### config.mk
export PLATFORM = sky130hd
export DESIGN_NAME = hold_to_confirm_guard
export DESIGN_NICKNAME = d
export VERILOG_FILES = /design/src/rtl/hcg_pkg.sv /design/src/rtl/hold_to_confirm_guard.sv /design/src/rtl/hcg_div.sv
export SDC_FILE = /design/constraint.sdc
export NUM_CORES = 1
export LEC_CHECK = 0
export ABC_CLOCK_PERIOD_IN_PS = 17950
export BUFFER_PORTS_ARGS = -buffer_cell sky130_fd_sc_hd__buf_2
export CORE_AREA = 2 2 164 166
export DETAILED_ROUTE_END_ITERATION = 10
export DIE_AREA = 0 0 166 168
export PLACE_DENSITY = 0.72
export SLEW_MARGIN = 20
export SYNTH_ARGS = -nofsm -noshare
export SYNTH_HDL_FRONTEND = slang
export SYNTH_SLANG_ARGS = --single-unit
### constraint.sdc
create_clock -name clock -period 17.95 [get_ports clock]
set_input_delay 0.8975 -clock clock [delete_from_list [all_inputs] [get_ports clock]]
set_output_delay 0.8975 -clock clock [all_outputs]
set_load 0.05 [all_outputs]
### src/rtl/hcg_pkg.sv
// Shared types and constants of the hold-to-confirm guard.
`default_nettype none

package hcg_pkg;

   localparam int unsigned TIME_W     = 32;
   localparam int unsigned DUR_W      = 16;
   localparam int unsigned PROG_W     = 10;
   localparam int unsigned FULL_SCALE = 1000;

   // The quotient of a tick is below FULL_SCALE, which fits the progress field.
   localparam int unsigned QUO_W  = PROG_W;
   localparam int unsigned PROD_W = DUR_W + QUO_W;
   localparam int unsigned CNT_W  = $clog2(QUO_W + 1);

   localparam logic [PROG_W-1:0] FULL_LEVEL = PROG_W'(FULL_SCALE);

   typedef enum logic [2:0] {
      CMD_RESET   = 3'd0,
      CMD_PRESS   = 3'd1,
      CMD_ARM     = 3'd2,
      CMD_TICK    = 3'd3,
      CMD_RELEASE = 3'd4,
      CMD_CANCEL  = 3'd5
   } cmd_type;

   typedef enum logic [2:0] {
      PH_IDLE      = 3'd0,
      PH_PRESSED   = 3'd1,
      PH_ARMED     = 3'd2,
      PH_COMMITTED = 3'd3,
      PH_CANCELLED = 3'd4
   } phase_type;

   typedef enum logic [1:0] {
      OUT_NONE      = 2'd0,
      OUT_TAP       = 2'd1,
      OUT_COMMITTED = 2'd2,
      OUT_CANCELLED = 2'd3
   } outcome_type;

   typedef enum logic [1:0] {
      ST_IDLE   = 2'd0,
      ST_EXEC   = 2'd1,
      ST_DIV    = 2'd2,
      ST_FINISH = 2'd3
   } ctl_type;

   typedef struct packed {
      logic [2:0]        command;
      logic [TIME_W-1:0] now_ms;
      logic [DUR_W-1:0]  guard_duration;
   } req_type;

   typedef struct packed {
      logic              accepted;
      logic [1:0]        release_outcome;
      logic [PROG_W-1:0] progress;
      logic [2:0]        phase_now;
      logic              terminal;
   } rsp_type;

endpackage

`default_nettype wire

### src/rtl/hold_to_confirm_guard.sv
// Top level of the hold-to-confirm guard: event sequencer, guard state and result register.
//
// Usage: each item on the req_ channel is one button event (reset, press, arm,
// tick, release or cancel) with a wrapping millisecond timestamp; a press also
// carries the guard duration. Every item yields exactly one item on the rsp_
// channel with the accepted flag, the release outcome, the progress in permille,
// the phase after the event and a terminal flag.
// Both channels use valid/ready. The block works on one item at a time: most
// events go from the EXEC state straight to the result register, and the next item
// is taken only back in the idle state, after the result is registered. A tick
// or a release that finds the guard armed and not yet expired runs the progress
// division elapsed*FULL_SCALE/duration in a bit-serial divider, one quotient
// bit per cycle, and that item passes through the DIV and FINISH states before
// its result is registered.
// The next item is taken as soon as the previous result is in the output
// register, so a result can wait there while the next event is evaluated.
// If the receiver stalls, the next result waits in the sequencer until the
// output register drains, and req_ready stays low meanwhile.
// Reset (synchronous, active high) returns the guard to idle with zero
// progress, empties the output register and readies the input at once.
`default_nettype none

module hold_to_confirm_guard (
   input  wire logic            clock,
   input  wire logic            reset,
   input  wire logic            req_valid,
   output logic                 req_ready,
   input  wire hcg_pkg::req_type req_data,
   output logic                 rsp_valid,
   input  wire logic            rsp_ready,
   output hcg_pkg::rsp_type     rsp_data
);

   hcg_pkg::ctl_type                ctl_ff, ctl_in;
   hcg_pkg::phase_type              phase_ff, phase_in;
   logic [hcg_pkg::TIME_W-1:0]      armed_time_ff, armed_time_in;
   logic [hcg_pkg::DUR_W-1:0]       hold_limit_ff, hold_limit_in;
   logic [hcg_pkg::PROG_W-1:0]      progress_ff, progress_in;
   hcg_pkg::req_type                item_ff;
   hcg_pkg::rsp_type                rsp_data_ff, rsp_data_in;
   logic                            rsp_valid_ff;

   logic [hcg_pkg::TIME_W-1:0]      elapsed;
   logic                            expired;
   logic                            need_div;
   logic                            acc;
   hcg_pkg::outcome_type            outcome;
   logic                            out_free;
   logic                            apply;
   logic                            div_start;
   logic                            div_done;
   logic [hcg_pkg::QUO_W-1:0]       div_quo;
   logic [hcg_pkg::PROD_W-1:0]      dividend;

   // Elapsed time wraps with the timestamp. When the hold has not expired the
   // elapsed time is below the 16-bit duration, so only its low half is scaled.
   assign elapsed  = item_ff.now_ms - armed_time_ff;
   assign expired  = elapsed >= hcg_pkg::TIME_W'(hold_limit_ff);
   assign dividend = hcg_pkg::PROD_W'(elapsed[hcg_pkg::DUR_W-1:0])
                   * hcg_pkg::PROD_W'(hcg_pkg::FULL_SCALE);

   hcg_div u_div (
      .clock    (clock),
      .reset    (reset),
      .start    (div_start),
      .dividend (dividend),
      .divisor  (hold_limit_ff),
      .done     (div_done),
      .quotient (div_quo)
   );

   // Effect of the held event on the guard state. Where a division is needed
   // the divider quotient is used; it is only applied once the divider is done.
   always_comb begin
      phase_in      = phase_ff;
      armed_time_in = armed_time_ff;
      hold_limit_in = hold_limit_ff;
      progress_in   = progress_ff;
      acc           = 1'b0;
      outcome       = hcg_pkg::OUT_NONE;
      need_div      = 1'b0;
      unique case (item_ff.command)
         hcg_pkg::CMD_RESET: begin
            phase_in      = hcg_pkg::PH_IDLE;
            armed_time_in = '0;
            hold_limit_in = '0;
            progress_in   = '0;
         end
         hcg_pkg::CMD_PRESS: begin
            if (phase_ff == hcg_pkg::PH_IDLE) begin
               phase_in      = hcg_pkg::PH_PRESSED;
               armed_time_in = '0;
               hold_limit_in = item_ff.guard_duration;
               progress_in   = '0;
               acc           = 1'b1;
            end
         end
         hcg_pkg::CMD_ARM: begin
            if (phase_ff == hcg_pkg::PH_PRESSED) begin
               armed_time_in = item_ff.now_ms;
               acc           = 1'b1;
               if (hold_limit_ff == '0) begin
                  phase_in    = hcg_pkg::PH_COMMITTED;
                  progress_in = hcg_pkg::FULL_LEVEL;
               end else begin
                  phase_in    = hcg_pkg::PH_ARMED;
                  progress_in = '0;
               end
            end
         end
         hcg_pkg::CMD_TICK: begin
            if (phase_ff == hcg_pkg::PH_ARMED) begin
               if (expired) begin
                  phase_in    = hcg_pkg::PH_COMMITTED;
                  progress_in = hcg_pkg::FULL_LEVEL;
                  acc         = 1'b1;
               end else begin
                  need_div    = 1'b1;
                  progress_in = div_quo;
                  acc         = div_quo != progress_ff;
               end
            end
         end
         hcg_pkg::CMD_RELEASE: begin
            if (phase_ff == hcg_pkg::PH_PRESSED) begin
               phase_in      = hcg_pkg::PH_IDLE;
               armed_time_in = '0;
               hold_limit_in = '0;
               progress_in   = '0;
               outcome       = hcg_pkg::OUT_TAP;
            end else if (phase_ff == hcg_pkg::PH_ARMED) begin
               if (expired) begin
                  phase_in    = hcg_pkg::PH_COMMITTED;
                  progress_in = hcg_pkg::FULL_LEVEL;
                  outcome     = hcg_pkg::OUT_COMMITTED;
               end else begin
                  need_div    = 1'b1;
                  phase_in    = hcg_pkg::PH_CANCELLED;
                  progress_in = div_quo;
                  outcome     = hcg_pkg::OUT_CANCELLED;
               end
            end else if (phase_ff == hcg_pkg::PH_COMMITTED) begin
               outcome = hcg_pkg::OUT_COMMITTED;
            end
         end
         hcg_pkg::CMD_CANCEL: begin
            if (phase_ff == hcg_pkg::PH_PRESSED || phase_ff == hcg_pkg::PH_ARMED) begin
               phase_in = hcg_pkg::PH_CANCELLED;
               acc      = 1'b1;
            end
         end
         default: begin
         end
      endcase

      rsp_data_in.accepted        = acc;
      rsp_data_in.release_outcome = outcome;
      rsp_data_in.progress        = progress_in;
      rsp_data_in.phase_now       = phase_in;
      rsp_data_in.terminal        = (phase_in == hcg_pkg::PH_COMMITTED)
                                 || (phase_in == hcg_pkg::PH_CANCELLED);
   end

   // Sequencer: take an item, evaluate it, divide if needed, then commit the
   // new state and the result together once the output register is free.
   assign out_free = !rsp_valid_ff || rsp_ready;

   always_comb begin
      ctl_in    = ctl_ff;
      req_ready = 1'b0;
      div_start = 1'b0;
      apply     = 1'b0;
      unique case (ctl_ff)
         hcg_pkg::ST_IDLE: begin
            req_ready = 1'b1;
            if (req_valid) begin
               ctl_in = hcg_pkg::ST_EXEC;
            end
         end
         hcg_pkg::ST_EXEC: begin
            if (need_div) begin
               div_start = 1'b1;
               ctl_in    = hcg_pkg::ST_DIV;
            end else if (out_free) begin
               apply  = 1'b1;
               ctl_in = hcg_pkg::ST_IDLE;
            end
         end
         hcg_pkg::ST_DIV: begin
            if (div_done) begin
               ctl_in = hcg_pkg::ST_FINISH;
            end
         end
         hcg_pkg::ST_FINISH: begin
            if (out_free) begin
               apply  = 1'b1;
               ctl_in = hcg_pkg::ST_IDLE;
            end
         end
         default: begin
            ctl_in = hcg_pkg::ST_IDLE;
         end
      endcase
   end

   always_ff @(posedge clock) begin
      if (reset) begin
         ctl_ff        <= hcg_pkg::ST_IDLE;
         phase_ff      <= hcg_pkg::PH_IDLE;
         armed_time_ff <= '0;
         hold_limit_ff <= '0;
         progress_ff   <= '0;
         rsp_valid_ff  <= 1'b0;
      end else begin
         ctl_ff <= ctl_in;
         if (apply) begin
            phase_ff      <= phase_in;
            armed_time_ff <= armed_time_in;
            hold_limit_ff <= hold_limit_in;
            progress_ff   <= progress_in;
            rsp_valid_ff  <= 1'b1;
         end else if (rsp_ready) begin
            rsp_valid_ff <= 1'b0;
         end
      end
      if (req_valid && req_ready) begin
         item_ff <= req_data;
      end
      if (apply) begin
         rsp_data_ff <= rsp_data_in;
      end
   end

   assign rsp_valid = rsp_valid_ff;
   assign rsp_data  = rsp_data_ff;

`ifndef ASSERT_OFF
   // An armed guard always has a nonzero duration, so the divisor is never zero.
   a_armed_nonzero_limit: assert property (@(posedge clock) disable iff (reset)
      phase_ff == hcg_pkg::PH_ARMED |-> hold_limit_ff != '0)
      else $error("armed phase with zero hold limit");

   // The divider is only started for an armed guard whose hold has not expired.
   a_div_start_armed: assert property (@(posedge clock) disable iff (reset)
      div_start |-> (phase_ff == hcg_pkg::PH_ARMED) && !expired)
      else $error("divider started outside an unexpired armed hold");

   // After the divider finishes, its quotient stays below full scale.
   a_quotient_range: assert property (@(posedge clock) disable iff (reset)
      ctl_ff == hcg_pkg::ST_FINISH |-> div_done
         && (hcg_pkg::PROG_W'(div_quo) < hcg_pkg::FULL_LEVEL))
      else $error("quotient out of range after division");

   // Stored progress never exceeds full scale.
   a_progress_bound: assert property (@(posedge clock) disable iff (reset)
      progress_ff <= hcg_pkg::FULL_LEVEL)
      else $error("progress above full scale");
`endif

endmodule

`default_nettype wire

### src/rtl/hcg_div.sv
// Bit-serial restoring divider that yields the progress quotient one bit per cycle.
`default_nettype none

module hcg_div (
   input  wire logic                       clock,
   input  wire logic                       reset,
   input  wire logic                       start,
   input  wire logic [hcg_pkg::PROD_W-1:0] dividend,
   input  wire logic [hcg_pkg::DUR_W-1:0]  divisor,
   output logic                            done,
   output logic [hcg_pkg::QUO_W-1:0]       quotient
);

   logic [hcg_pkg::DUR_W-1:0] rem_ff,  rem_in;
   logic [hcg_pkg::DUR_W-1:0] dvs_ff,  dvs_in;
   logic [hcg_pkg::QUO_W-1:0] sh_ff,   sh_in;
   logic [hcg_pkg::CNT_W-1:0] cnt_ff,  cnt_in;
   logic                      busy_ff, busy_in;
   logic                      done_ff, done_in;
   logic [hcg_pkg::DUR_W:0]   trial;
   logic [hcg_pkg::DUR_W:0]   diff;
   logic                      fits;

   // The shift register holds the dividend bits still to be brought down
   // at its top and the quotient bits found so far at its bottom.
   always_comb begin
      trial   = {rem_ff, sh_ff[hcg_pkg::QUO_W-1]};
      diff    = trial - {1'b0, dvs_ff};
      fits    = trial >= {1'b0, dvs_ff};
      rem_in  = rem_ff;
      dvs_in  = dvs_ff;
      sh_in   = sh_ff;
      cnt_in  = cnt_ff;
      busy_in = busy_ff;
      done_in = done_ff;
      if (start) begin
         rem_in  = dividend[hcg_pkg::PROD_W-1:hcg_pkg::QUO_W];
         sh_in   = dividend[hcg_pkg::QUO_W-1:0];
         dvs_in  = divisor;
         cnt_in  = hcg_pkg::CNT_W'(hcg_pkg::QUO_W);
         busy_in = 1'b1;
         done_in = 1'b0;
      end else if (busy_ff) begin
         rem_in = fits ? diff[hcg_pkg::DUR_W-1:0] : trial[hcg_pkg::DUR_W-1:0];
         sh_in  = {sh_ff[hcg_pkg::QUO_W-2:0], fits};
         cnt_in = cnt_ff - hcg_pkg::CNT_W'(1);
         if (cnt_ff == hcg_pkg::CNT_W'(1)) begin
            busy_in = 1'b0;
            done_in = 1'b1;
         end
      end
   end

   always_ff @(posedge clock) begin
      if (reset) begin
         busy_ff <= 1'b0;
         done_ff <= 1'b0;
         cnt_ff  <= '0;
      end else begin
         busy_ff <= busy_in;
         done_ff <= done_in;
         cnt_ff  <= cnt_in;
      end
      rem_ff <= rem_in;
      dvs_ff <= dvs_in;
      sh_ff  <= sh_in;
   end

   assign done     = done_ff;
   assign quotient = sh_ff;

endmodule

`default_nettype wire
* Yosys cells after proc, flatten, opt, wreduce, memory -nomap -nowiden *
Index checks and enable logic that the tools add are counted.

storage, ports and cells
  flip-flop bits (word level) = 180

operators by class
  eq/ne operators = 20
  $mul = 1
  muxes and demuxes = 61
  magnitude comparators = 2
  add/subtract/negate cells = 3
  bitwise gates (word level) = 1
  reduce and logical (&&, ||, !) cells = 19

operators by type and width
  operator                 count
  $pmux W32 S4             1
  $mux W32                 3
  $mux W10                 8
  $mux W16                 5
  $pmux W10 S5             1
  $pmux W16 S3             1
  $ge A32 B16 Y1           1
  $sub A32 B32 Y32         1
  $mux W3                  8
  $mul A16 B7 Y23 const B  1
  $mux W1                  21
  $pmux W3 S6              1
  $ge A17 B16 Y1           1
  $logic_not A16 Y1        1
  $sub A16 B16 Y16         1
  $eq A3 B2 Y1 const B     5
  $mux W2                  6
  $ne A10 B10 Y1           1
  $eq A3 B3 Y1 const B     3
  $mux W4                  2
  $ne A2 B2 Y1 const B     4
  $pmux W2 S4              1
  $eq A3 B1 Y1 const B     2
  $logic_not A3 Y1         2
  other kinds (19)         26

* Depth between registers and ports, before layout *
Gate-level depths: netlist of run 1.

  word-level depth = 9
  mapped depth = 28

* Cells and area by module *
From an unflattened synthesis of run 1, not the netlist that was laid out.

unflattened totals
  cells, all modules = 1478
  area total of the unflattened synthesis = 13898.3 um^2

by module, submodules not included
  module                 cells an instance  seq. area each (um^2)  area an instance (um^2)  instances
  hold_to_confirm_guard  1200               3323.2                 10903.0                  1
  hcg_div                278                1381.3                 2995.4                   1

* Least setup slack after synthesis of run 1 *
No wires, ideal clock.

  kind = reg2reg
  start point = reg item_ff[16] (netlist name)
  end point = reg u_div.rem_ff[14] (netlist name) (data pin)
  arrival time = 5950 ps
  library setup time = 262 ps
  stages on the path, launching flop included = 28
  path slack = 11738 ps
  clock period less this slack = 6212 ps
  cells stage by stage = edfxtp_1 inv_1 ha_1 inv_1 fa_1 a211oi_2 nor2_2 o21a_1 nor2_1 o21bai_1 a21oi_1 xnor2_1 inv_1 fa_1 fa_1 fa_1 fa_1 inv_1 ha_1 a21o_1 a21oi_1 o31ai_1 a21oi_1 nand2b_1 a21oi_1 a211oi_1 xor2_1 a21oi_1

on the way
  longest elaborated chain between the ends = 9
  elaborated cells on any way between the ends = 10
  classes of those cells = add/sub: 1; mul: 1; order compare: 1; mux: 7

RTL lines
  what                                                     RTL line                      RTL
  start, declared                                          hold_to_confirm_guard.sv:39   hcg_pkg::req_type item_ff;
  start signal, assigned                                   hold_to_confirm_guard.sv:227  item_ff <= req_data;
  $sub A32 B32 Y32 (*)                                     hold_to_confirm_guard.sv:57   assign elapsed = item_ff.now_ms - armed_time_ff;
  branches (longest 7 deep; another with $mul A16 B7 Y23)  -
  $mux W16 (*)                                             hcg_div.sv:36                 if (start) begin
  net u_div.rem_in (one bit)                               hcg_div.sv:14                 logic [hcg_pkg::DUR_W-1:0] rem_ff, rem_in;
  end signal, assigned                                     hcg_div.sv:64                 rem_ff <= rem_in;
  end, declared                                            hcg_div.sv:14

Mark *: on every way through the listed nets, which the timed path passes.
A chain may end at the register's enable or synchronous reset.

* Worst setup path in the final report of run 1 *
  start point = reg item_ff[17] (netlist name)
  end point = reg u_div.rem_ff[15] (netlist name) (data pin)

The elaborated chain is that of the path after synthesis.

==> results of run 1 <==
-- kinds of logic after synthesis --
family / Yosys count
adder cells (fa/ha/maj): 167
buffers and inverters: 219
multiplexers: 17
flip-flops: 180
AND/OR/NAND/NOR: 348
AO/OA/AOI/OAI: 367
XOR/XNOR: 64
-- power groups by stage --
stage / Clock (mW) / Sequential (mW) / Combinational, mW
finish: 0.383 / 0.461 / 1.27
global route: 0.410 / 0.462 / 1.42
CTS: 0.391 / 0.461 / 1.25
detailed placement: 0 / 0.470 / 1.23
global placement: 0 / 0.470 / 1.20
floorplan: 0 / 0.476 / 0.974
-- worst paths after layout --
check,startpoint,end,slack [ns],cells after the start
max,item_ff[17]$_DFFE_PP_,u_div.rem_ff[15]$_DFFE_PP_,10.98,25
max reg2reg,item_ff[17]$_DFFE_PP_,u_div.rem_ff[15]$_DFFE_PP_,10.98,25
min,armed_time_ff[13]$_SDFFE_PP0P_,armed_time_ff[13]$_SDFFE_PP0P_,0.45,2
min reg2reg,armed_time_ff[13]$_SDFFE_PP0P_,armed_time_ff[13]$_SDFFE_PP0P_,0.45,2
-- sequential cells by signal, summed over array words and instances, names as in the netlist --
register        cells
phase_ff            3
u_div.quotient     10
u_div.dvs_ff       16
u_div.done          1
ctl_ff              2
u_div.rem_ff       16
progress_ff        10
hold_limit_ff      16
u_div.busy_ff       1
u_div.cnt_ff        4
rsp_data           17
rsp_valid           1
item_ff            51
armed_time_ff      32
-- per-layer routing --
metal	global-route usage, %	vias to the layer above
li1	-	4960
met1	27.49	4802
met2	37.09	265
met3	3.315	59
met4	7.335	0
met5	0	-
-- stage by stage --
step,util [%],total power [mW]
finish,53.51,2.113
global route,53.51,2.296
CTS,53.49,2.106
detailed placement,51.21,1.699
global placement,51.20,1.667
floorplan,-,1.449
-- layout by cell type, fill, tap and decap left out, types with 9 or more instances in the layout --
master and n:
nor2b_1 9, nand2b_1 15, fa_1 50, a21o_1 27, clkbuf_16 18, nand4_1 16
o21ai_0 62, nor2_1 74, buf_2 73, xnor2_1 42, mux2i_1 15, nor3_1 18
nand3_1 57, dfxtp_1 73, inv_1 167, ha_1 117, a21oi_1 134, nor4_1 12
nand2_1 93, a31oi_1 10, a211oi_1 14, o211ai_1 11, xor2_1 22, edfxtp_1 107
a22o_1 24
-- critical path: stages (launching register included) --
cell and delay, ns:
edfxtp_1 0.43, ha_1 0.31, nor2b_1 0.23, o31ai_2 0.11, a21oi_2 0.29, nor2_1 0.12
o21ai_0 0.37, a21o_1 0.18, a21oi_1 0.07, xnor2_1 0.77, ha_1 0.37, inv_1 0.08
fa_1 0.44, fa_1 0.49, fa_1 0.51, inv_1 0.04, ha_1 0.36, a21o_1 0.20
a21oi_1 0.20, o21ai_0 0.14, a21oi_1 0.16, o211ai_1 0.13, nor4_1 0.24, nor3_1 0.12
xnor2_1 0.25, mux2i_1 0.10
-- area by class of cell --
| type | instances | share of cell area [%] |
|---|---|---|
| multi-input cells | 963 | 52.07 |
| flip-flops and latches | 180 | 33.15 |
| inverters | 168 | 4.472 |
| clock buffers | 20 | 3.248 |
| well taps | 341 | 3.026 |
| repair buffers | 81 | 3.017 |
| clock inverters | 12 | 1.012 |
==> summary.md, run 1 <==
| Metric | Value |
|---|---|
| Status | completed |
| Unique masters post-synth | 86 |
| Max-cap check violation count | 0 |
| Antenna Nets Post-Route | 0 |
| Port bufs | 73 |
| Root buffer cell | clkbuf_16 |
| Dpl cells | 1,733 |
| Routed length on met1 | 13.27 mm |
| Max transition margin | 29.82% |
| Final Cycle Share | 38.84% |
| DIE AREA | 0.02789 sq mm |
| # nets final | 1,633 |
| CTS resizes | 0 |
| Core outline area | 0.02635 sq mm |
| First-pass DRT Iterations | 5 |
| Placement Cell Area | 0.01349 sq mm |
| I/O pins | 74 |
| Via count | slightly above 10k |
| Clock slew seen by the registers of the worst setup and hold paths | 0.07 ns |
| Iter 0 DRT Violations | 731 |
| Ant. Diodes | 0 |
| Async set-or-reset flop fraction in the synthesized netlist | 0% |
| Power Density | 149.9 mW/mm^2 |
| Gr usage total | 21.44% |
| RSZ-0062 raised after global routing | false |
| Tmin final | around 7 ns |
| DPL Wire Length | 22.36 mm |
| CTS sink cnt | 180 |
| Register area | ~0.0047 sq mm |
| Met2 WL post-DR | 14.39 mm |
| First-pass GRT wire length | 48.61 mm |
| Most frequent cell after synthesis | inv_1 |
| Syn nets | 1,584 |
| Clock Latency Late Sink | about 0.44 ns |
| Clk_skew | 0.01336 ns |
| Synth area leader | edfxtp_1 |
| Num CTS Buffers | 17 |
| Fin. Hold Viols | 0 |
| Startpoint types | flop |
| Avg Synthesized Cell Area | 9.433 sq um |
| Detailed Route WL | between 20 and 30 mm |
| Post-Layout Cell Count | 1,765 |
| YS warnings | 0 |
| Fin. max-slew vios | 0 |
| CTS tree | yes |
| Share of the synthesized area in the top cell type | 25.01% |
| Simple-gate share of the synthesized area | 13.50% |
| Pre-CTS WS | 11.10 ns |
| Worst Path Max Fanout | 8 |
| Setup Fix Bufs, Post-CTS | 0 |
| Die width | roughly 170 um |
| Crit end category | flop |
| Post-route setup slack | 10.98 ns |
| DR WL met3 | around 1.2 mm |
| Compound-Gate Fraction of Synth Area | 18.64% |
| Final setup viols | 0 |
| Cell Int Power | between 1 and 1.5 mW |
| Clock network power share | roughly 18% |
| Chip height | 168 um |
| Synth Area in Adders | 19.19% |
| Seq cells post-synth | 180 |
| Post-route cell area | 0.01410 sq mm |
| Drt drc | 0 |
| Largest net degree at the start of global routing | 55 |
| Filler cells | 2,329 |
| Combinational power share | 60.1% |
| Commonest cells post-synth | inv_1 (167), a21oi_1 (134), ha_1 (117) |
| Leakage | between 5 and 6 nW |
| Mux contribution to synthesized area | 1.344% |
| CTS H-Tree Depth | 4 |
| Fmax | 143.4 MHz |
| P&R area growth vs syn | 9.749% |
| Area of the multi-input gates | roughly 0.0073 sq mm |
| Via density | 5.714 |
| Synthesized cell area | 0.01285 sq mm |
| Final GP Congestion | 0.9290 |
| EDFF count, synth | 107 |
| Vias in the first global route | 9,811 |
| Data required time of the worst path | 18.12 ns |
| Post-Syn Instances | between 1k and 1.5k |
| Top area cells in the synthesized netlist | edfxtp_1 (25%), ha_1 (11%), dfxtp_1 (11%) |
| Antenna violations before repair | 0 |
| Hold-fix buffers at CTS | 0 |
| DR WL/cell | 16.79 um |
| Critical path class | reg -> reg |
| Synth Area in XOR/XNOR | 4.363% |
| Main combinational cell family by area after synthesis | adder cells |
| Worst Hold Class | reg -> reg |
| Initial Utilization | 48.76% |
| Sw Ratio | 43.06% |
| Top Layer Used | met4 |
| Crit path arrival time | roughly 7.1 ns |
| Register area share after synthesis | a little over a third |
| Slew of the pin with the lowest slew margin | 1.047 ns |
| Setup TNS Final | 0 ns |
| VDD IR max | between 150 and 200 uV |
| Min Hold Slack | 0.4510 ns |
| Rows | 60 |
| Flop pwr share | 21.8% |
| Share of cells above drive strength 1 | a little over a tenth |
| Sw Pwr | 909.9 uW |
| Max clock buf depth | 2 |
| GRT overflow | 0 |
| Main flop type after synthesis | edfxtp_1 |
No activity file was read; power rests on OpenSTA's default activity.
==> run 2: changes to the inputs <==
Settings changed: ABC_CLOCK_PERIOD_IN_PS 17950 to 6900.
Clock period 17.95 ns to 6.9 ns, I/O delays scaled along.
==> run 2 against run 1 <==
Net effect: clock-buffer cell count is 2 lower; critical endpoint unchanged; routed wire length is 0.71% higher; critical path depth is 4 higher; final cell count is 0.57% higher; power grew to 2.7 times the previous value; core utilization is 0.53 points higher; sequential power grew to 2.6 times the previous value; critical path type unchanged.
==> summary.md, run 2 (synthesis gave the netlist of run 1 again) <==
| Metric | Value |
|---|---|
| Antenna Nets Post-Route | 0 (unchanged) |
| Max clock buf depth | 2 (unchanged) |
| Max transition margin | 39.24% (was 29.82%) |
| First-pass GRT wire length | 48.72 mm (was 48.61 mm) |
| Via density | 5.740 (was 5.714) |
| Commonest non-fill, non-tap cell in the layout | inv_1 (unchanged) |
| CP dominant cell by count | inv_1 |
| Startpoint types | flop (unchanged) |
| Initial Utilization | 48.76% (unchanged) |
| DIE AREA | 0.02789 sq mm (unchanged) |
| Iter 0 DRT Violations | 717 (was 731) |
| P&R area growth vs syn | 10.83% (was 9.749%) |
| Share of cells above drive strength 1 | 11.99% (was 10.46%) |
| Final Cycle Share | 94.87% (was 38.84%) |
| Detailed Route WL | 29.85 mm (was 29.64 mm) |
| I/O pins | 74 (unchanged) |
| Reg2Reg Depth | 29 (was 25) |
| Ant. Diodes | 0 (unchanged) |
| Final setup viols | 0 (unchanged) |
| Status | completed (unchanged) |
| Port bufs | 73 (unchanged) |
| Gr usage total | 21.53% (was 21.44%) |
| Die width | 166 um (unchanged) |
| Tmin final | 6.546 ns (was 6.972 ns) |
| Buf/Inv on CP | 5 (was 2) |
| R2R Setup Slk | 0.35 ns (was 10.98 ns) |
| Final GP Congestion | 0.9148 (was 0.9290) |
| Core outline area | 0.02635 sq mm (unchanged) |
| CTS sink cnt | 180 (unchanged) |
| Reg2reg start | item_ff[16]$_DFFE_PP_ (was item_ff[17]$_DFFE_PP_) |
| Drt drc | 0 (unchanged) |
| GRT overflow | 0 (unchanged) |
| Fin. Hold Viols | 0 (unchanged) |
| Max reg flops | 51 (unchanged) |
| WHS Endpoint | item_ff[40]$_DFFE_PP_ (was armed_time_ff[13]$_SDFFE_PP0P_) |
| Most frequent cells in the layout | inv_1 (166), a21oi_1 (132), ha_1 (116) (was inv_1 (167), a21oi_1 (134), ha_1 (117)) |
| Clk_skew | 0.02033 ns (was 0.01336 ns) |
| CTS H-Tree Depth | 4 (unchanged) |
| Worst path slowest cell | fa_1 (was xnor2_1) |
| Crit end category | flop (unchanged) |
| VDD IR max | 348.6 uV (was 153.7 uV) |
| Antenna violations before repair | 0 (unchanged) |
| Area of the multi-input gates | 0.007397 sq mm (was 0.007342 sq mm) |
| Via count | 10.19k (was 10.09k) |
| DPL Wire Length | 22.35 mm (was 22.36 mm) |
| Max incr delay on CP | 0.56 ns (was 0.77 ns) |
| Worst Path Max Fanout | 6 (was 8) |
| Data required time of the worst path | 7.07 ns (was 18.12 ns) |
| Crit path arrival time | 6.72 ns (was 7.14 ns) |
| Max-cap check violation count | 0 (unchanged) |
| CP top delay family | adder cells (unchanged) |
| Chip height | 168 um (unchanged) |
| Register area | 0.004674 sq mm (unchanged) |
| Fmax | 152.8 MHz (was 143.4 MHz) |
| Dpl cells | 1,742 (was 1,733) |
| Critical path class | reg -> reg (unchanged) |
| Rows | 60 (unchanged) |
| Worst setup startpoint | item_ff[16]$_DFFE_PP_ (was item_ff[17]$_DFFE_PP_) |
| Fin. max-slew vios | 0 (unchanged) |
| Vias in the first global route | 9,696 (was 9,811) |
| Critical R2R Capture | u_div.rem_ff[15]$_DFFE_PP_ (unchanged) |
| Root buffer cell | clkbuf_16 (unchanged) |
| First-pass DRT Iterations | 5 (unchanged) |
| Clock Latency Late Sink | 0.45 ns (was 0.44 ns) |
| Hold_sp | req_data[40] (was armed_time_ff[13]$_SDFFE_PP0P_) |
| Worst Hold Class | in -> reg (was reg -> reg) |
| Clock slew seen by the registers of the worst setup and hold paths | 0.08 ns (was 0.07 ns) |
| Power Density | 395.0 mW/mm^2 (was 149.9 mW/mm^2) |
| # nets final | 1,643 (was 1,633) |
| Num CTS Buffers | 17 (unchanged) |
| Post-Layout Cell Count | 1,775 (was 1,765) |
| Cells on Worst Hold Path | 1 (was 2) |
| Leakage | 5.692 nW (was 5.601 nW) |
| DR WL/cell | 16.82 um (was 16.79 um) |
| Biggest register | item_ff (unchanged) |
| CTS tree | yes (unchanged) |
| Hold-fix buffers at CTS | 0 (unchanged) |
| Largest net degree at the start of global routing | 55 (unchanged) |
| Final Power | 5.624 mW (was 2.113 mW) |
| Filler cells | 2,319 (was 2,329) |
| Slew of the pin with the lowest slew margin | 0.9049 ns (was 1.047 ns) |
==> run 2: cell count changes in the layout (fill, tap and decap cells not counted), moves of 2 or more <==
cell,previous run,this run
buf_4,8,18
xnor2_1,42,38
xnor2_2,0,4
a21oi_1,134,132
a21oi_2,1,3
clkbuf_1,2,0
clkinv_8,0,2
clkinvlp_4,3,1
inv_8,1,3
==> run 2: worst reg2reg max path: cells and delay by family, from the launching register on <==
family,cells,cell delay [ns]
adders and majority gates,7,2.74
AOI/OAI and AO/OA,10,1.71
and+or+nand+nor,4,0.61
buffers and inverters,5,0.44
DFF,1,0.38
xor gates and xnor gates,2,0.32
muxes,1,0.09
==> run 2: layout make-up <==
| class | count | share of cell area, % |
|---|---|---|
| Sequential cell | 180 | 32.83 |
| Timing Repair Buffer | 91 | 3.515 |
| Clock buffer | 18 | 3.163 |
| Clock inverter | 14 | 1.116 |
| Tap cell | 341 | 2.996 |
| Inverter | 168 | 4.429 |
| Multi-Input combinational cell | 963 | 51.95 |
==> run 2: what timing repair did <==
item	in CTS	in global routing
resized for setup	0	12
endpoints found under the setup margin	0	7
setup buffers	0	1
==> run 2: how the worst max path moves through the flow <==
stage                                  to  slack (ns)  cells after the start
5_1_grt        u_div.rem_ff[15]$_DFFE_PP_       -0.01                     29
4_1_cts        u_div.rem_ff[14]$_DFFE_PP_        0.06                     29
6_report       u_div.rem_ff[15]$_DFFE_PP_        0.35                     29
3_3_place_gp   u_div.rem_ff[14]$_DFFE_PP_        0.43                     29
3_5_place_dp   u_div.rem_ff[14]$_DFFE_PP_        0.16                     29
2_1_floorplan  u_div.rem_ff[14]$_DFFE_PP_        0.69                     27
==> run 2: where the power goes <==
group          total [mW]  leakage, nW  switching (mW)  internal (mW)
Clock               0.994        0.298           0.458          0.536
Sequential           1.20         1.63          0.0262           1.17
Combinational        3.43         3.76            1.94           1.49
==> run 2: metrics by stage <==
| stage | setup slack (ns) | util (%) | area, sq um | hold slack [ns] | setup TNS (ns) |
|---|---|---|---|---|---|
| global placement | 0.4297 | 51.45 | 13560 | 0.4376 | 0 |
| global route | -0.01077 | 54.04 | 14240 | 0.05154 | -0.01077 |
| detailed placement | 0.1632 | 51.46 | 13560 | 0.4430 | 0 |
| CTS | 0.05836 | 53.77 | 14170 | 0.05482 | 0 |
| floorplan | 0.6876 | - | 12850 | 0.4319 | 0 |
| finish | 0.3543 | 54.04 | 14240 | 0.06262 | 0 |
==> run 2: metal layers <==
layer / up-vias / track usage (%) / routed length, um / share of wire, %
met5: - / 0 / 0 / 0
li1: 4977 / - / - / -
met1: 4931 / 28.06 / 13380 / 45
met3: 53 / 2.774 / 1031 / 3.5
met2: 228 / 37.06 / 14620 / 49
met4: 0 / 7.524 / 813 / 2.7
==> run 3: changes to the inputs <==
Settings changed: ABC_AREA set to 1, CORE_AREA 2 2 164 166 to 2 2 157 159, DIE_AREA 0 0 166 168 to 0 0 159 161, PLACE_DENSITY 0.72 to 0.82.
==> run 3 against run 2 <==
Net effect: highest routed layer unchanged; clock power about the same; sequential cell count unchanged; critical endpoint is now u_div.rem_ff[12]$_DFFE_PP_; fmax up 5.5%; core utilization up 10 points; setup slack better by 0.34 ns; first-iteration DRC count up 31%.
==> summary.md, run 3 <==
| Metric | Value |
|---|---|
| Leakage | 7.941 nW (was 5.692 nW) |
| Share of cells above drive strength 1 | 7.129% (was 11.99%) |
| Tmin final | 6.202 ns (was 6.546 ns) |
| DR WL/cell | 14.97 um (was 16.82 um) |
| Final Cycle Share | 89.89% (was 94.87%) |
| Clk_skew | 0.01310 ns (was 0.02033 ns) |
| Core outline area | 0.02396 sq mm (was 0.02635 sq mm) |
| Biggest register | item_ff (unchanged) |
| Post-Syn Instances | 1,931 (was 1,362) |
| Worst setup startpoint | item_ff[16]$_DFFE_PP_ (unchanged) |
| Max transition margin | 44.33% (was 39.24%) |
| Syn nets | 2,153 (was 1,584) |
| CP dominant cell by count | nand2_1 (was inv_1) |
| Fin. max-slew vios | 0 (unchanged) |
| Max incr delay on CP | 0.56 ns (about the same) |
| Hold-fix buffers at CTS | 0 (unchanged) |
| Via density | 5.283 (was 5.740) |
| Chip height | 161 um (was 168 um) |
| Largest net degree at the start of global routing | 59 (was 55) |
| Worst Hold Class | in -> reg (unchanged) |
| First-pass GRT wire length | 57.96 mm (was 48.72 mm) |
| DPL Wire Length | 26.93 mm (was 22.35 mm) |
| Clock Latency Late Sink | 0.45 ns (about the same) |
| Avg Synthesized Cell Area | 7.282 sq um (was 9.433 sq um) |
| Worst path depth | 29 (unchanged) |
| Power Density | 548.6 mW/mm^2 (was 395.0 mW/mm^2) |
| VDD IR max | 586.9 uV (was 348.6 uV) |
| Most frequent cell after synthesis | nand2_1 (was inv_1) |
| Synthesized cell area | 0.01406 sq mm (was 0.01285 sq mm) |
| Clock slew seen by the registers of the worst setup and hold paths | 0.08 ns (about the same) |
| Worst path slowest cell | fa_1 (unchanged) |
| CP top delay family | adder cells (unchanged) |
| Synth area leader | edfxtp_1 (unchanged) |
| Critical path class | reg -> reg (unchanged) |
| Critical R2R Capture | u_div.rem_ff[12]$_DFFE_PP_ (was u_div.rem_ff[15]$_DFFE_PP_) |
| Max-cap check violation count | 0 (unchanged) |
| Fmax | 161.2 MHz (was 152.8 MHz) |
| RSZ-0062 raised after global routing | false |
| Antenna Nets Post-Route | 0 (unchanged) |
| CTS sink cnt | 180 (unchanged) |
| P&R area growth vs syn | 9.788% (was 10.83%) |
| Crit path arrival time | 6.38 ns (was 6.72 ns) |
| Iter 0 DRT Violations | 937 (was 717) |
| Fin. Hold Viols | 0 (unchanged) |
| Gr usage total | 28.14% (was 21.53%) |
| Die width | 159 um (was 166 um) |
| Drt drc | 0 (unchanged) |
| Max reg flops | 51 (unchanged) |
| Antenna violations before repair | 0 (unchanged) |
| Reg2Reg Depth | 29 (unchanged) |
| Seq cells post-synth | 180 (unchanged) |
| CTS H-Tree Depth | 4 (unchanged) |
| Vias in the first global route | 12.03k (was 9,696) |
| Reg2reg start | item_ff[16]$_DFFE_PP_ (unchanged) |
| Top area cells in the synthesized netlist | edfxtp_1 (23%), nand2_1 (13%), inv_1 (11%) (was edfxtp_1 (25%), ha_1 (11%), dfxtp_1 (11%)) |
| CTS resizes | 0 (unchanged) |
| Final GP Congestion | 0.9745 (was 0.9148) |
| Unique masters post-synth | 45 (was 86) |
| CTS tree | yes (unchanged) |
| Max clock buf depth | 2 (unchanged) |
| Main flop type after synthesis | edfxtp_1 (unchanged) |
| GRT overflow | 0 (unchanged) |
| R2R Setup Slk | 0.70 ns (was 0.35 ns) |
| Commonest non-fill, non-tap cell in the layout | nand2_1 (was inv_1) |
| Crit end category | flop (unchanged) |
| Pre-CTS WS | 0.5856 ns (was 0.1632 ns) |
| Register area share after synthesis | 33.24% (was 36.38%) |
| DIE AREA | 0.02560 sq mm (was 0.02789 sq mm) |
| Detailed Route WL | 35.08 mm (was 29.85 mm) |
| CP endpoint | u_div.rem_ff[12]$_DFFE_PP_ (was u_div.rem_ff[15]$_DFFE_PP_) |
| Share of the synthesized area in the top cell type | 22.85% (was 25.01%) |
| Buf/Inv on CP | 5 (unchanged) |
| Ant. Diodes | 0 (unchanged) |
| Via count | 12.38k (was 10.19k) |
| Post-route setup slack | 0.6978 ns (was 0.3543 ns) |
| Port bufs | 73 (unchanged) |
| Root buffer cell | clkbuf_16 (unchanged) |
| Rows | 57 (was 60) |
| Commonest cells post-synth | nand2_1 (497), inv_1 (410), nor2_1 (198) (was inv_1 (167), a21oi_1 (134), ha_1 (117)) |
| Slew of the pin with the lowest slew margin | 0.8341 ns (was 0.9049 ns) |
| First-pass DRT Iterations | 6 (was 5) |
| Final Power | 8.468 mW (was 5.624 mW) |
| Worst Path Max Fanout | 6 (unchanged) |
| Most frequent cells in the layout | nand2_1 (497), inv_1 (410), nor2_1 (197) (was inv_1 (166), a21oi_1 (132), ha_1 (116)) |
| Final setup viols | 0 (unchanged) |
| Data required time of the worst path | 7.08 ns (was 7.07 ns) |
| Startpoint types | flop (unchanged) |
| Num CTS Buffers | 17 (unchanged) |
| Setup Fix Bufs, Post-CTS | 0 (unchanged) |
| # nets final | 2,229 (was 1,643) |
| Setup TNS Final | 0 ns (unchanged) |
| Status | completed (unchanged) |
| EDFF count, synth | 107 (unchanged) |
| Initial Utilization | 58.68% (was 48.76%) |
| YS warnings | 0 (unchanged) |
| I/O pins | 74 (unchanged) |
| Async set-or-reset flop fraction in the synthesized netlist | 0% (unchanged) |
==> run 3: changes by cell type in the layout (fill, tap and decap cells not counted), sizes merged, moves of 16 or more <==
| cell | change |
|---|---|
| a22o | -24 |
| nand2b | -16 |
| nor2 | +123 |
| a21o | -21 |
| nand2 | +405 |
| inv | +243 |
| nand3 | +34 |
| xnor2 | -27 |
| o21ai | +30 |
| a21oi | -40 |
==> run 3: kinds of logic (layout without fill, tap and decap cells) <==
family / count (synthesis) / after routing / synth area share (%)
buf+inv: 447 / 536 / 12.19
compound gates: 231 / 231 / 8.872
xor+xnor: 52 / 52 / 3.239
fa+ha+maj: 167 / 167 / 17.53
simple gates: 854 / 854 / 24.92
flops: 180 / 180 / 33.24
==> run 3: layer usage <==
metal	global-route usage (%)	routed length [um]	up-vias
li1	-	-	6207
met4	13.84	1553	0
met5	0	0	-
met1	35.26	15070	5704
met2	47.96	16580	370
met3	4.135	1876	102
==> run 3: worst min-delay path by stage <==
stage               depth (start not counted)                           start  slack, ns                    endpoint
floorplan                                   0  hold_limit_ff[11]$_SDFFE_PP0P_       0.41  u_div.dvs_ff[11]$_DFFE_PP_
global placement                            0   hold_limit_ff[4]$_SDFFE_PP0P_       0.42   u_div.dvs_ff[4]$_DFFE_PP_
CTS                                         1                    req_data[38]       0.06       item_ff[38]$_DFFE_PP_
detailed placement                          0   hold_limit_ff[4]$_SDFFE_PP0P_       0.42   u_div.dvs_ff[4]$_DFFE_PP_
global route                                1                    req_data[33]       0.05       item_ff[33]$_DFFE_PP_
finish                                      1                    req_data[31]       0.06       item_ff[31]$_DFFE_PP_
==> run 3: power by group <==
group / internal, mW / leakage (nW) / total, mW / switching, mW
Combinational: 2.36 / 6.04 / 6.22 / 3.86
Sequential: 1.20 / 1.61 / 1.23 / 0.0312
Clock: 0.509 / 0.296 / 1.02 / 0.507
==> run 3: cell type report <==
class | count | area [sq um]
sequential | 180 | 4674
fill | 2147 | 8526
timing repair buffer | 91 | 500.5
multi-input combinational | 1304 | 7702
tap | 324 | 405.4
clock buffer | 19 | 454.2
inverter | 413 | 1550
clock inverter | 13 | 150.1
==> run 3: worst reg2reg max path, delay by kind of cell (launching register included) <==
| kind | cells | cell delay (ns) |
|---|---|---|
| XOR/XNOR | 2 | 0.31 |
| buffers and inverters | 5 | 0.50 |
| AO/OA/AOI/OAI | 4 | 0.58 |
| AND/OR/NAND/NOR | 11 | 1.22 |
| flip-flops | 1 | 0.36 |
| adder cells (fa/ha/maj) | 7 | 2.97 |
==> run 3: metrics by stage <==
step / instances / hold WS, ns / instance area (sq um) / util, %
floorplan: 1931 / 0.4082 / 14060 / -
global placement: 2312 / 0.4151 / 14810 / 61.81
detailed placement: 2312 / 0.4184 / 14810 / 61.81
CTS: 2344 / 0.05641 / 15410 / 64.33
global route: 2344 / 0.05235 / 15440 / 64.42
finish: 2344 / 0.06421 / 15440 / 64.42
